<file path="src/rtl/u16u8_pkg.sv">
// ----------------------------------------------------------------------------
// u16u8_pkg
// Shared types, constants and the byte encoder for the UTF-16 to UTF-8 unit.
// ----------------------------------------------------------------------------
package u16u8_pkg;

  localparam int QUEUE_DEPTH = 2;

  localparam logic [5:0]  HIGH_TAG   = 6'b110110;  // 0xD800..0xDBFF
  localparam logic [5:0]  LOW_TAG    = 6'b110111;  // 0xDC00..0xDFFF
  localparam logic [15:0] SURR_BASE  = 16'hD800;
  localparam logic [20:0] PLANE_BASE = 21'h10000;
  localparam logic [7:0]  CONT_MARK  = 8'h80;
  localparam logic [7:0]  LEAD2_MARK = 8'hC0;
  localparam logic [7:0]  LEAD3_MARK = 8'hE0;
  localparam logic [7:0]  LEAD4_MARK = 8'hF0;

  localparam logic [2:0] LEN1 = 3'd1;
  localparam logic [2:0] LEN2 = 3'd2;
  localparam logic [2:0] LEN3 = 3'd3;
  localparam logic [2:0] LEN4 = 3'd4;

  // one queue entry: an optional flushed high surrogate, then an optional code point
  typedef struct packed {
    logic        flush;
    logic [9:0]  flush_bits;
    logic        main;
    logic [20:0] point;
    logic [2:0]  len;
    logic        last;
  } cmd_t;

  // byte number idx of the utf-8 form of point, which is len bytes long
  function automatic logic [7:0] enc_byte(input logic [20:0] point, input logic [2:0] len,
                                          input logic [1:0] idx);
    logic [7:0] b;
    b = CONT_MARK | {2'b00, point[5:0]};
    unique case (len)
      LEN1: b = {1'b0, point[6:0]};
      LEN2: begin
        if (idx == 2'd0) b = LEAD2_MARK | {3'b000, point[10:6]};
      end
      LEN3: begin
        if (idx == 2'd0) b = LEAD3_MARK | {4'b0000, point[15:12]};
        else if (idx == 2'd1) b = CONT_MARK | {2'b00, point[11:6]};
      end
      LEN4: begin
        if (idx == 2'd0) b = LEAD4_MARK | {5'b00000, point[20:18]};
        else if (idx == 2'd1) b = CONT_MARK | {2'b00, point[17:12]};
        else if (idx == 2'd2) b = CONT_MARK | {2'b00, point[11:6]};
      end
      default: b = CONT_MARK | {2'b00, point[5:0]};
    endcase
    return b;
  endfunction

endpackage

</file>
<file path="src/rtl/utf16_to_utf8_stream_unit.sv">
// ----------------------------------------------------------------------------
// utf16_to_utf8_stream_unit
// Streaming UTF-16 to UTF-8 transcoder, one output byte per cycle while the output is not stalled.
// ----------------------------------------------------------------------------
// the first byte of a unit passes through the command queue and then the output register
// throughput: one byte per cycle from the sequencer while the output is not stalled, so a
//   unit yields one to six bytes (three for a typical three-byte unit); a held high surrogate yields none
// the front takes a unit every cycle while the command queue has room
// reset: synchronous, clears the held surrogate, the queue and the output valid
module utf16_to_utf8_stream_unit #(
  parameter int QueueDepth = u16u8_pkg::QUEUE_DEPTH
) (
  input  logic        clk,
  input  logic        rst,
  input  logic [15:0] code_unit,
  input  logic        end_of_text,
  input  logic        unit_valid,
  output logic        unit_stall,
  output logic [7:0]  utf8_byte,
  output logic        run_last,
  output logic        text_last,
  output logic        byte_valid,
  input  logic        byte_stall
);
  import u16u8_pkg::*;

  cmd_t push_cmd;
  cmd_t head;
  logic push;
  logic pop;
  logic q_full;
  logic q_empty;

  u16u8_front front (
    .clk         (clk),
    .rst         (rst),
    .code_unit   (code_unit),
    .end_of_text (end_of_text),
    .unit_valid  (unit_valid),
    .unit_stall  (unit_stall),
    .q_full      (q_full),
    .push        (push),
    .push_cmd    (push_cmd)
  );

  u16u8_queue #(.Depth(QueueDepth)) queue (
    .clk      (clk),
    .rst      (rst),
    .push     (push),
    .push_cmd (push_cmd),
    .full     (q_full),
    .pop      (pop),
    .empty    (q_empty),
    .head     (head)
  );

  u16u8_back back (
    .clk        (clk),
    .rst        (rst),
    .q_empty    (q_empty),
    .head       (head),
    .pop        (pop),
    .utf8_byte  (utf8_byte),
    .run_last   (run_last),
    .text_last  (text_last),
    .byte_valid (byte_valid),
    .byte_stall (byte_stall)
  );

endmodule

</file>
<file path="src/rtl/u16u8_front.sv">
// ----------------------------------------------------------------------------
// u16u8_front
// Accepts code units, pairs surrogates and builds at most one command per unit.
// ----------------------------------------------------------------------------
module u16u8_front (
  input  logic               clk,
  input  logic               rst,
  input  logic [15:0]        code_unit,
  input  logic               end_of_text,
  input  logic               unit_valid,
  output logic               unit_stall,
  input  logic               q_full,
  output logic               push,
  output u16u8_pkg::cmd_t    push_cmd
);
  import u16u8_pkg::*;

  logic       held_valid;
  logic [9:0] held_high_bits;
  logic       held_valid_next;
  logic       accept;
  logic       is_high;
  logic       is_low;

  assign unit_stall = q_full;
  assign accept     = unit_valid && !q_full;
  assign is_high    = code_unit[15:10] == HIGH_TAG;
  assign is_low     = code_unit[15:10] == LOW_TAG;

  always_comb begin
    push_cmd            = '0;
    push_cmd.last       = end_of_text;
    push_cmd.flush_bits = held_high_bits;
    held_valid_next     = 1'b0;
    if (held_valid && is_low) begin
      push_cmd.main  = 1'b1;
      push_cmd.point = PLANE_BASE + {1'b0, held_high_bits, code_unit[9:0]};
      push_cmd.len   = LEN4;
    end else begin
      push_cmd.flush = held_valid;
      if (is_high && !end_of_text) begin
        held_valid_next = 1'b1;
      end else begin
        push_cmd.main  = 1'b1;
        push_cmd.point = {5'b00000, code_unit};
        if (code_unit[15:7] == '0) push_cmd.len = LEN1;
        else if (code_unit[15:11] == '0) push_cmd.len = LEN2;
        else push_cmd.len = LEN3;
      end
    end
  end

  // a unit that is only held produces nothing yet
  assign push = accept && (push_cmd.flush || push_cmd.main);

  always_ff @(posedge clk) begin
    if (rst) begin
      held_valid     <= 1'b0;
      held_high_bits <= '0;
    end else if (accept) begin
      held_valid <= held_valid_next;
      if (is_high) held_high_bits <= code_unit[9:0];
    end
  end

endmodule

</file>
<file path="src/rtl/u16u8_queue.sv">
// ----------------------------------------------------------------------------
// u16u8_queue
// Small command fifo between the front and the byte sequencer.
// ----------------------------------------------------------------------------
module u16u8_queue #(
  parameter int Depth = u16u8_pkg::QUEUE_DEPTH
) (
  input  logic            clk,
  input  logic            rst,
  input  logic            push,
  input  u16u8_pkg::cmd_t push_cmd,
  output logic            full,
  input  logic            pop,
  output logic            empty,
  output u16u8_pkg::cmd_t head
);
  import u16u8_pkg::*;

  localparam int PtrW = (Depth > 1) ? $clog2(Depth) : 1;
  localparam int CntW = $clog2(Depth + 1);

  cmd_t            slots [Depth];
  logic [PtrW-1:0] wr_ptr;
  logic [PtrW-1:0] rd_ptr;
  logic [CntW-1:0] count;

  assign full  = count == CntW'(Depth);
  assign empty = count == '0;
  assign head  = slots[rd_ptr];

  always_ff @(posedge clk) begin
    if (push) slots[wr_ptr] <= push_cmd;
  end

  always_ff @(posedge clk) begin
    if (rst) begin
      wr_ptr <= '0;
      rd_ptr <= '0;
      count  <= '0;
    end else begin
      if (push) wr_ptr <= (wr_ptr == PtrW'(Depth - 1)) ? '0 : wr_ptr + 1'b1;
      if (pop)  rd_ptr <= (rd_ptr == PtrW'(Depth - 1)) ? '0 : rd_ptr + 1'b1;
      if (push && !pop) count <= count + 1'b1;
      else if (pop && !push) count <= count - 1'b1;
    end
  end

endmodule

</file>
<file path="src/rtl/u16u8_back.sv">
// ----------------------------------------------------------------------------
// u16u8_back
// Walks the head command one byte per cycle, while the output is not stalled, into the output register.
// ----------------------------------------------------------------------------
module u16u8_back (
  input  logic            clk,
  input  logic            rst,
  input  logic            q_empty,
  input  u16u8_pkg::cmd_t head,
  output logic            pop,
  output logic [7:0]      utf8_byte,
  output logic            run_last,
  output logic            text_last,
  output logic            byte_valid,
  input  logic            byte_stall
);
  import u16u8_pkg::*;

  logic [2:0] pos;
  logic [2:0] total;
  logic [2:0] main_pos;
  logic       load;
  logic       at_end;
  logic [7:0] cur_byte;

  assign total    = (head.flush ? 3'd3 : 3'd0) + (head.main ? head.len : 3'd0);
  assign main_pos = pos - (head.flush ? 3'd3 : 3'd0);
  assign at_end   = pos == total - 3'd1;
  assign load     = !q_empty && (!byte_valid || !byte_stall);
  assign pop      = load && at_end;

  // flushed high surrogate is always three bytes, ahead of the main point
  always_comb begin
    if (head.flush && pos < 3'd3) begin
      cur_byte = enc_byte({5'b00000, SURR_BASE | {6'b000000, head.flush_bits}}, LEN3,
                          pos[1:0]);
    end else begin
      cur_byte = enc_byte(head.point, head.len, main_pos[1:0]);
    end
  end

  always_ff @(posedge clk) begin
    if (rst) begin
      pos        <= '0;
      byte_valid <= 1'b0;
    end else begin
      if (load) pos <= at_end ? 3'd0 : pos + 3'd1;
      if (load) byte_valid <= 1'b1;
      else if (!byte_stall) byte_valid <= 1'b0;
    end
  end

  always_ff @(posedge clk) begin
    if (load) begin
      utf8_byte <= cur_byte;
      run_last  <= at_end;
      text_last <= at_end && head.last;
    end
  end

endmodule

</file>
<file path="config.mk">
export PLATFORM = sky130hd
export DESIGN_NAME = utf16_to_utf8_stream_unit
export DESIGN_NICKNAME = d
export VERILOG_FILES = /design/src/rtl/u16u8_pkg.sv /design/src/rtl/utf16_to_utf8_stream_unit.sv /design/src/rtl/u16u8_front.sv /design/src/rtl/u16u8_queue.sv /design/src/rtl/u16u8_back.sv
export SDC_FILE = /design/constraint.sdc
export NUM_CORES = 1
export LEC_CHECK = 0
export ABC_AREA = 1
export BUFFER_PORTS_ARGS = -buffer_cell sky130_fd_sc_hd__buf_2
export CAP_MARGIN = 30
export CORE_ASPECT_RATIO = 2
export CORE_MARGIN = 2
export CORE_UTILIZATION = 30
export CTS_CLUSTER_SIZE = 12
export DETAILED_ROUTE_END_ITERATION = 16
export GPL_ROUTABILITY_DRIVEN = 0
export PLACE_DENSITY = 0.56
export SLEW_MARGIN = 20
export SYNTH_ARGS = -nofsm -noshare
export SYNTH_HDL_FRONTEND = slang
export SYNTH_HIERARCHICAL = 1
export SYNTH_SLANG_ARGS = --single-unit
</file>
<file path="constraint.sdc">
create_clock -name clk -period 7.8 [get_ports clk]
set_clock_uncertainty 0.2 [all_clocks]
set_input_delay 0.78 -clock clk [delete_from_list [all_inputs] [get_ports clk]]
set_output_delay 0.78 -clock clk [all_outputs]
set_load 0.01 [all_outputs]
</file>
==> impl_results.md, run 1 <==
* Rows at 70
* Initial antenna violation count at 0
* CTS Hold Bufs at 0
* Postcts setup bufs at 0
* Seq pwr share at 0.379
* Core area at between 0.015 and 0.02 mm2
* Remaining routing DRC violations at 0
* Critical path launch point type: flop
* Slew HR at 0.560
* Critical Path Fanout Max at 37
* Tcrit/Tclk final at 0.469
* Post-synth top flop: edfxtp_1
* DR WL/cell at between 10 and 15 um
* DR vias/cell at around 4.6
* Pin count of the biggest net entering global routing at 38
* Slowest CP cell: buf_4
* Fmax at between 200 and 300 MHz
* PortBufs at 32
* Mapped Avg Cell Area at around 10 um2
* CTS tree: yes
* Die area at ~0.020 mm2
* Seq cells post-synth at 104
* FFs w/ async S/R, synth at 0
* Critical path class: reg -> reg
* Finished Cell Area at 0.00617 mm2
* GRT met2 Usage at 0.241
* Net Switching at ~760 uW
* Reg-to-reg slack, setup at 4.14 ns
* Clock buffer depth at 2
* Num Clock Sinks at 104
* Placed inst area at ~0.006 mm2
* Met1 Usage GRT at 0.118
* H-tree Lvls at 3
* PD cells at between 300 and 400 mW/mm2
* Total negative slack at 0 ns
* Cells after synthesis at 550
* Tmin final at around 3.7 ns
* Antenna diodes at 0
* Most Crowded Layer GR: met2
* Detail Route Antenna Nets at 0
* TritonCTS Buffers at 9
* Synth area leader: edfxtp_1
* Cell area after synthesis at 0.00555 mm2
* Layout cell share with drive strength beyond 1 at 0.214
* Worst slew pin tran at approximately 0.66 ns
* Final max-slew violation count at 0
* Ys Warns at 6
* First-pass GRT wire length at ~19000 um
* EDFF count, synth at 84
* P_int at around 1300 uW
* Yosys cell types at 38
* Total track usage at 0.123
* Clock Pin Slew Worst Setup and Hold Paths at approximately 0.070 ns
* Combinational fraction of design power at 0.414
* Top cell by count, worst path: inv_1
* RSZ-0062 raised after global routing: false
* Worst-path cell chain: buf_4 > mux2_2 > inv_2 > ha_1 > inv_1 > ha_1 > or2_2 > a21oi_1 > nand2_1 > nor2_1 > inv_1 > ha_1 > inv_1 > nand3_1 > nand2_1 > inv_1 > nor2_1
* CP endpoint kind: flop
* HP Class: reg -> reg
* Met3 Track Usage GR at 0.0207
* Root Driver: clkbuf_16
* Critical Path RT at ~7.9 ns
* Starting DRT DRC Count at about 180
* Area growth, synth to finish at 11.3%
* Pre-antenna DRT Iters at 5
* Via count at between 3000 and 4000
* Outcome: completed
* Largest stage delay, worst path at 0.50 ns
* Vias in the first global route at roughly 3700
* Area share of the largest cell type after synthesis at 0.455
* Routed WL at approximately 12000 um
* Later-pin clock latency in the skew report at 0.35 ns
* Total Power at 2020 uW
* Post-CTS Resized at 0
* Synth top area cells: edfxtp_1 45%, nand2_1 9.9%, mux2_4 8.1%, dfxtp_1 7.2%, inv_1 5.9%
* Endpoints failing setup at 0
* Worst EP arrival at approximately 3.8 ns
* Max-Cap Viols at 0
* Initial core utilization at 0.304
* Register area share after synthesis at 0.527
* Peak VDD IR at between 100 and 150 uV
* Leak at between 0.002 and 0.003 uW
* Final HPWL from detailed placement at roughly 9000 um
* Fin. Hold Viols at 0
* Net Count, Synth at 580
* Clock Power Share at 0.207
* DIE HEIGHT at around 200 um
* NumNets Final at ~600
* Switching share of power at 0.374
* Io pins at 33
* Grt total ovfl at 0
* Die X at between 100 and 150 um
==> per-layer routing <==
metal  wire [um]  up-vias  share of wire
li1            -     1861              -
met1        4190     1730           0.36
met2        6760       96           0.58
met3         407       16          0.035
met4         338        0          0.029
met5           0        -              0
==> power by group through the flow <==
| stage | Combinational, uW | Clock [uW] | Sequential (uW) |
|---|---|---|---|
| final | 837 | 419 | 768 |
| after global routing | 927 | 455 | 777 |
| after CTS | 846 | 432 | 770 |
| after detailed placement | 844 | 0 | 782 |
| after global placement | 823 | 0 | 782 |
| after floorplan | 636 | 0 | 792 |
==> cells by family after synthesis <==
| family | synth area share |
|---|---|
| simple gates | 0.233 |
| buf+inv | 0.0862 |
| fa+ha+maj | 0.0203 |
| compound gates | 0.0282 |
| xor+xnor | 0.00948 |
| mux | 0.0954 |
| flops | 0.527 |
==> registers in the layout (all words and copies together) (netlist names), named ones only <==
name and count:
front/held_valid 1, back/pos 3, back/run_last 1, back/utf8_byte 8
queue/wr_ptr 1, queue/count 2, front/held_high_bits 10, queue/rd_ptr 1
back/byte_valid 1, queue/slots 74, back/text_last 1
==> Yosys cell counts (all sizes together), types with 3 or more instances <==
cell / number
nand2: 159
inv: 91
edfxtp: 84
nor2: 44
mux2: 37
nand3: 32
dfxtp: 20
nand4: 17
o21ai: 16
a21oi: 13
buf: 12
ha: 9
xor2: 4
nor3: 3
or2: 3
==> area by class of cell <==
cell class	count	area [um2]
timing repair buffer	36	203
tap	216	270
sequential	104	2920
clock inverter	5	31.3
multi-input combinational	342	2150
fill	1837	12000
clock buffer	11	243
inverter	92	348
==> path summary, 6_finish.rpt <==
| path | from | end | cells past startpoint |
|---|---|---|---|
| setup reg to reg | flop | queue/count[1]$_SDFFE_PP0P_ | 17 |
| setup / recovery | flop | queue/count[1]$_SDFFE_PP0P_ | 17 |
| hold / removal | front/held_high_bits[0]$_SDFFE_PP0P_ | queue/slots[1][26]$_DFFE_PP_ | 0 |
| hold reg to reg | front/held_high_bits[0]$_SDFFE_PP0P_ | queue/slots[1][26]$_DFFE_PP_ | 0 |
==> stage by stage <==
stage	setup WS [ns]	std cells	hold WS, ns	utilization
6_report	4.14	806	0.258	0.339
5_1_grt	3.87	806	0.285	0.339
4_1_cts	4.09	806	0.260	0.339
3_5_place_dp	4.13	790	0.243	0.324
3_3_place_gp	4.20	789	0.239	0.323
2_1_floorplan	4.15	550	0.226	-
==> placed cells by master (no fill, tap or decap), types with 12 or more instances in the layout <==
master	count
nand3_1	24
dfxtp_1	19
buf_2	32
nand4_1	17
mux2_4	30
nor2_1	36
nand2_1	146
inv_1	87
a21oi_1	12
edfxtp_1	84
==> critical path: cells and delay by family, from the launching register on <==
| family | cells | cell delay [ns] |
|---|---|---|
| flip-flops | 1 | 0.32 |
| buffers and inverters | 6 | 0.88 |
| AND/OR/NAND/NOR | 6 | 0.79 |
| multiplexers | 1 | 0.48 |
| AO/OA/AOI/OAI | 1 | 0.14 |
| adder cells (fa/ha/maj) | 3 | 0.79 |
Note: power is estimated with default switching activity, not from simulation.
==> run 2: changes to the inputs <==
==> constraint.sdc (replaced) <==
create_clock -name clk -period 3.4 [get_ports clk]
set_clock_uncertainty 0.2 [all_clocks]
set_input_delay 0.34 -clock clk [delete_from_list [all_inputs] [get_ports clk]]
set_output_delay 0.34 -clock clk [all_outputs]
set_load 0.01 [all_outputs]
==> run 2 against run 1 <==
Global-route usage rose by 0.35 points. Maximum frequency grew 15%. Largest cell class unchanged. Critical path depth fell by 1. Critical path type unchanged.
==> impl_results.md, run 2 (synthesized netlist as in run 1, its figures left out) <==
* Final max-slew violation count at 0 (unchanged)
* DR WL/cell at 14.7 um (+1.1%)
* Worst Hold Depth at 2 (+2)
* Clock Pin Slew Worst Setup and Hold Paths at 0.07 ns (about the same)
* Fmax at 316 MHz (+15%)
* Die area at 0.0197 mm2 (unchanged)
* RSZ-0062 raised after global routing: false
* Slew HR at 0.665 (+0.104)
* Switching share of power at 0.374 (about the same)
* TritonCTS Buffers at 9 (unchanged)
* CTS tree: yes
* Tmin final at 3.17 ns (-0.490 ns)
* Rows at 70 (unchanged)
* Most common cell after layout, fill and taps aside: nand2_1
* Postcts setup bufs at 0 (unchanged)
* Pin count of the biggest net entering global routing at 38 (unchanged)
* Worst hold slack at 0.0505 ns (-0.207 ns)
* HP Class: in -> reg
* R2R depth at 16 (-1)
* DIE HEIGHT at 196 um (unchanged)
* Antenna diodes at 0 (unchanged)
* Clock Power Share at 0.224 (+0.017)
* Final HPWL from detailed placement at 9410 um (+2.8%)
* Remaining routing DRC violations at 0 (unchanged)
* Largest registers: queue/slots: 74 flops, front/held_high_bits: 10 flops, back/utf8_byte: 8 flops
* Net Switching at 1780 uW (+140%)
* Final non-filler cell total at 811 (+0.62%)
* Hold wc startpoint: rst
* Root Driver: clkbuf_16
* H-tree Lvls at 3 (unchanged)
* Clock buffer depth at 2 (unchanged)
* Commonest non-fill, non-tap cells in the layout: 146 x nand2_1, 87 x inv_1, 84 x edfxtp_1
* Routed WL at 11900 um (+1.7%)
* Outcome: completed
* Initial core utilization at 0.304 (unchanged)
* Num Clock Sinks at 104 (unchanged)
* CP endpoint kind: flop
* Critical path class: reg -> reg
* Total track usage at 0.127 (+0.00351)
* Starting DRT DRC Count at 122 (-34%)
* Max-Cap Viols at 0 (unchanged)
* PortBufs at 32 (unchanged)
* PD cells at 764 mW/mm2 (+130%)
* Area growth, synth to finish at 12.8%
* Tcrit/Tclk final at 0.931 (+0.463)
* First-pass GRT wire length at 19200 um (+3.7%)
* P_int at 2990 uW (+140%)
* Placed instance count at 794 (+0.51%)
* Max reg flops at 74 (unchanged)
* Later-pin clock latency in the skew report at 0.35 ns (about the same)
* Die X at 100 um (unchanged)
* NumNets Final at 620 (+0.81%)
* Biggest register: queue/slots
* Layout cell share with drive strength beyond 1 at 0.225 (+0.0117)
* Fin. Hold Viols at 0 (unchanged)
* Worst EP arrival at 3.26 ns (-0.49 ns)
* DR vias/cell at 4.59 (-0.19%)
* Critical Path Fanout Max at 7 (-81%)
* Final core occ at 0.343 (+0.00453)
* Initial antenna violation count at 0 (unchanged)
* Critical path launch point type: flop
* Critical Path RT at 3.49 ns (-4.40 ns)
* Total Power at 4780 uW (+140%)
* Via count at 3719 (+0.43%)
* Io pins at 33 (unchanged)
* Combinational fraction of design power at 0.404 (-0.010)
* Total negative slack at 0 ns (unchanged)
* Detail Route Antenna Nets at 0 (unchanged)
* Worst slew pin tran at 0.503 ns (-0.156 ns)
* Seq pwr share at 0.372 (-0.007)
* Endpoints failing setup at 0 (unchanged)
* Peak VDD IR at 277 uV (+150%)
* RR Endpoint: queue/count[1]$_SDFFE_PP0P_
* Core area at 0.0182 mm2 (unchanged)
* Leak at 0.00271 uW (+1.8%)
* Vias in the first global route at 3881 (+6.1%)
* Reg-to-reg slack, setup at 0.23 ns (-3.91 ns)
* Grt total ovfl at 0 (unchanged)
* Pre-antenna DRT Iters at 4 (-1)
==> run 2: cell types whose count changed in the layout (fill, tap and decap cells not counted), moves of 2 or more <==
| cell | before | now |
|---|---|---|
| buf_4 | 3 | 7 |
| inv_8 | 0 | 2 |
| clkinv_4 | 0 | 2 |
| clkinv_1 | 3 | 1 |
==> run 2: worst max-delay path by stage <==
stage / endpoint / depth (start not counted) / slack [ns] / start
floorplan: queue/slots[0][0]$_DFFE_PP_ / 8 / 0.12 / queue/count[1]$_SDFFE_PP0P_
global placement: queue/count[1]$_SDFFE_PP0P_ / 16 / 0.29 / flop
detailed placement: queue/count[1]$_SDFFE_PP0P_ / 16 / 0.21 / flop
CTS: queue/count[1]$_SDFFE_PP0P_ / 16 / 0.14 / flop
global route: queue/count[1]$_SDFFE_PP0P_ / 16 / 0.05 / flop
finish: queue/count[1]$_SDFFE_PP0P_ / 16 / 0.23 / flop
==> run 2: layout make-up <==
class / count / area [um2]
flip-flops and latches: 104 / 2930
fillers: 1854 / 12000
multi-input cells: 342 / 2150
well taps: 216 / 270
clock buffers: 9 / 225
repair buffers: 41 / 243
clock inverters: 7 / 86.3
inverters: 92 / 348
==> run 2: worst max-delay path, cell delays in order (launching register included) <==
cell and delay [ns]:
dfxtp_4 0.40, mux2_2 0.41, inv_2 0.13, ha_1 0.25, inv_1 0.06, ha_1 0.24, or2_2 0.28, a21oi_1 0.15
nand2_1 0.12, nor2_2 0.15, inv_1 0.06, ha_1 0.31, inv_1 0.09, nand3_1 0.07, nand2_1 0.06, inv_1 0.04
nor2_1 0.09
==> run 2: repair_timing <==
item / CTS / global route
hold buffers: 1 / 0
resized for setup: 0 / 2
endpoints found under the setup margin: 0 / 2
hold endpoints to repair: 2 / 0
==> run 2: metal layers <==
| layer | share of wire | track usage | vias up | routed length (um) |
|---|---|---|---|---|
| met1 | 0.35 | 0.122 | 1745 | 4200 |
| met5 | 0 | 0 | - | 0 |
| met4 | 0.040 | 0.0807 | 0 | 477 |
| met3 | 0.028 | 0.0139 | 25 | 327 |
| met2 | 0.58 | 0.246 | 75 | 6880 |
| li1 | - | - | 1874 | - |
==> run 2: power by group through the flow <==
stage | logic, uW | registers [uW] | clock network (uW)
after global routing | 2140 | 1800 | 1150
after floorplan | 1460 | 1820 | 0
after global placement | 1890 | 1810 | 0
final | 1930 | 1780 | 1070
after detailed placement | 1940 | 1800 | 0
after CTS | 1950 | 1780 | 1100
==> run 2: stage by stage <==
| step | setup WS (ns) | cell area (um2) |
|---|---|---|
| after global placement | 0.285 | 5910 |
| final | 0.233 | 6250 |
| after global routing | 0.0481 | 6250 |
| after floorplan | 0.120 | 5550 |
| after detailed placement | 0.212 | 5930 |
| after CTS | 0.140 | 6250 |
==> run 3: changes to the inputs <==
--- a/config.mk
+++ b/config.mk
@@ -8,7 +8,7 @@
 export ABC_AREA = 1
 export BUFFER_PORTS_ARGS = -buffer_cell sky130_fd_sc_hd__buf_2
 export CAP_MARGIN = 30
-export CORE_ASPECT_RATIO = 2
+export CORE_ASPECT_RATIO = 1.2
 export CORE_MARGIN = 2
 export CORE_UTILIZATION = 30
 export CTS_CLUSTER_SIZE = 12
==> run 3 against run 2 <==
Cell area decreased by 0.12%. Final cell count increased by 0.86%. Sequential power about the same. Setup slack got worse by 0.018 ns. Largest cell class unchanged. Total power about the same. Global-route usage decreased by 0.34 points. Sequential share of layout area about the same. Worst hold slack improved by 0.0095 ns. First-iteration DRC count increased by 75%. Die area decreased by 0.31%. Core utilization about the same.
==> impl_results.md, run 3 (synthesized netlist as in run 1, its figures left out) <==
* Worst slew pin tran at 0.519 ns (+0.0156 ns)
* Switching share of power at 0.365 (-0.00893)
* Routed WL at 11500 um (-3.5%)
* Worst-path cell chain: mux2_2 > inv_2 > ha_1 > inv_1 > ha_1 > or2_2 > a21oi_1 > nand2_1 > nor2_1 > inv_1 > ha_1 > inv_1 > nand4_1 > nand2_1 > nor2_1
* Vias in the first global route at 3871 (-0.26%)
* DR vias/cell at 4.59 (+0.13%)
* Seq pwr share at 0.372 (about the same)
* R2R depth at 15 (-1)
* Initial antenna violation count at 0 (unchanged)
* Hold endpoint: back/byte_valid$_SDFFE_PP0P_
* Initial core utilization at 0.305 (+0.000712)
* Area growth, synth to finish at 12.6%
* Die area at 0.0196 mm2 (-0.31%)
* Io pins at 33 (unchanged)
* Fin. Hold Viols at 0 (unchanged)
* Root Driver: clkbuf_16
* PortBufs at 32 (unchanged)
* Biggest register: queue/slots
* Rows at 54 (-23%)
* Slowest CP cell: mux2_2
* Remaining routing DRC violations at 0 (unchanged)
* Peak VDD IR at 295 uV (+6.5%)
* NumNets Final at 619 (-0.16%)
* Clock buffer depth at 2 (unchanged)
* RSZ-0062 raised after global routing: false
* Final HPWL from detailed placement at 8740 um (-7.1%)
* Max reg flops at 74 (unchanged)
* Total track usage at 0.124 (-0.00336)
* Final max-slew violation count at 0 (unchanged)
* Postcts setup bufs at 0 (unchanged)
* Die X at 128 um (+28%)
* Hold wc startpoint: rst
* Clock Pin Slew Worst Setup and Hold Paths at 0.07 ns (about the same)
* Finished Cell Area at 0.00625 mm2 (-0.12%)
* Pin count of the biggest net entering global routing at 38 (unchanged)
* Reg-to-reg slack, setup at 0.21 ns (-0.02 ns)
* DIE HEIGHT at 153 um (-22%)
* Antenna diodes at 0 (unchanged)
* Outcome: completed
* Detail Route Antenna Nets at 0 (unchanged)
* Final core occ at 0.344 (+0.000391)
* Max-Cap Viols at 0 (unchanged)
* Worst Hold Depth at 2 (unchanged)
* Slew HR at 0.654 (-0.0104)
* Leak at 0.00270 uW (-0.12%)
* Tcrit/Tclk final at 0.937 (+0.00541)
* First-pass GRT wire length at 19200 um (+0.29%)
* Grt total ovfl at 0 (unchanged)
* Pre-antenna DRT Iters at 4 (unchanged)
* Commonest non-fill, non-tap cells in the layout: 146 x nand2_1, 87 x inv_1, 84 x edfxtp_1
* Core area at 0.0182 mm2 (-0.23%)
* Combinational fraction of design power at 0.399 (-0.005)
* H-tree Lvls at 3 (unchanged)
* Fmax at 314 MHz (-0.58%)
* Tmin final at 3.19 ns (+0.0184 ns)
* P_int at 3030 uW (+1.3%)
* Net Switching at 1740 uW (-2.5%)
* CTS tree: yes
* Via count at 3756 (+0.99%)
* CP endpoint kind: flop
* Critical path launch point type: flop
* RR Endpoint: queue/count[1]$_SDFFE_PP0P_
* Largest stage delay, worst path at 0.42 ns (about the same)
* Critical path class: reg -> reg
* Later-pin clock latency in the skew report at 0.34 ns (about the same)
* PD cells at 764 mW/mm2 (about the same)
* Worst EP arrival at 3.23 ns (-0.03 ns)
* Largest registers: queue/slots: 74 flops, front/held_high_bits: 10 flops, back/utf8_byte: 8 flops
* TritonCTS Buffers at 9 (unchanged)
* DR WL/cell at 14.0 um (-4.3%)
* Post-CTS Resized at 0 (unchanged)
* Clock Power Share at 0.229 (+0.005)
* Critical Path RT at 3.44 ns (-0.05 ns)
* Endpoints failing setup at 0 (unchanged)
* Critical Path Fanout Max at 6 (-1)
* Layout cell share with drive strength beyond 1 at 0.222 (-0.00299)
* Placed inst area at 0.00591 mm2 (-0.25%)
* Num Clock Sinks at 104 (unchanged)
* Worst hold slack at 0.0601 ns (+0.00954 ns)
* HP Class: in -> reg
* Total negative slack at 0 ns (unchanged)
* Most common cell after layout, fill and taps aside: nand2_1
* Starting DRT DRC Count at 213 (+75%)
[run 3: cell count changes in the layout (fill, tap and decap cells not counted), sizes merged]
| cell | change |
|---|---|
| clkbuf | +2 |
| inv | -2 |
| buf | -1 |
[run 3: layer usage]
layer / global-route usage / wire (um) / vias to the layer above
met5: 0 / 0 / -
met4: 0.0607 / 406 / 0
met3: 0.0182 / 392 / 25
met2: 0.207 / 5470 / 92
met1: 0.155 / 5200 / 1763
li1: - / - / 1876
[run 3: metrics by stage]
step,instances,setup slack [ns],total power [uW]
after floorplan,550,0.120,3270
after global placement,801,0.327,3680
after detailed placement,801,0.230,3710
after CTS,818,0.215,4810
after global routing,818,0.0468,5090
final,818,0.215,4770
[run 3: repair_timing]
| item | in CTS | in global routing |
|---|---|---|
| hold endpoints to repair | 2 | 0 |
| endpoints found under the setup margin | 0 | 0 |
| hold buffers | 1 | 0 |
[run 3: final cells by class]
cell class | count | area (um2)
multi-input cells | 342 | 2150
inverters | 92 | 348
repair buffers | 40 | 223
clock buffers | 11 | 264
flip-flops and latches | 104 | 2920
clock inverters | 5 | 60.1
well taps | 224 | 280
fillers | 1845 | 11900
[run 3: worst max-delay path: cells and delay by family (launching register included)]
family	cells	cell delay [ns]
compound gates	1	0.13
fa+ha+maj	3	0.78
simple gates	6	0.80
flops	1	0.41
buf+inv	4	0.36
mux	1	0.42
[run 3: worst max-delay path by stage]
stage                     cells after the start  slack, ns                         from                          end
after detailed placement                     15       0.23                         flop  queue/count[1]$_SDFFE_PP0P_
after floorplan                               8       0.12  queue/count[1]$_SDFFE_PP0P_  queue/slots[0][0]$_DFFE_PP_
after global routing                         16       0.05                         flop  queue/count[1]$_SDFFE_PP0P_
after global placement                       16       0.33                         flop  queue/count[1]$_SDFFE_PP0P_
after CTS                                    15       0.21                         flop  queue/count[1]$_SDFFE_PP0P_
final                                        15       0.21                         flop  queue/count[1]$_SDFFE_PP0P_
[run 3: power groups by stage]
| stage | Clock, uW | Sequential [uW] | Combinational, uW |
|---|---|---|---|
| floorplan | 0 | 1820 | 1460 |
| global placement | 0 | 1800 | 1880 |
| detailed placement | 0 | 1810 | 1910 |
| CTS | 1120 | 1780 | 1910 |
| global route | 1170 | 1800 | 2120 |
| finish | 1090 | 1780 | 1900 |
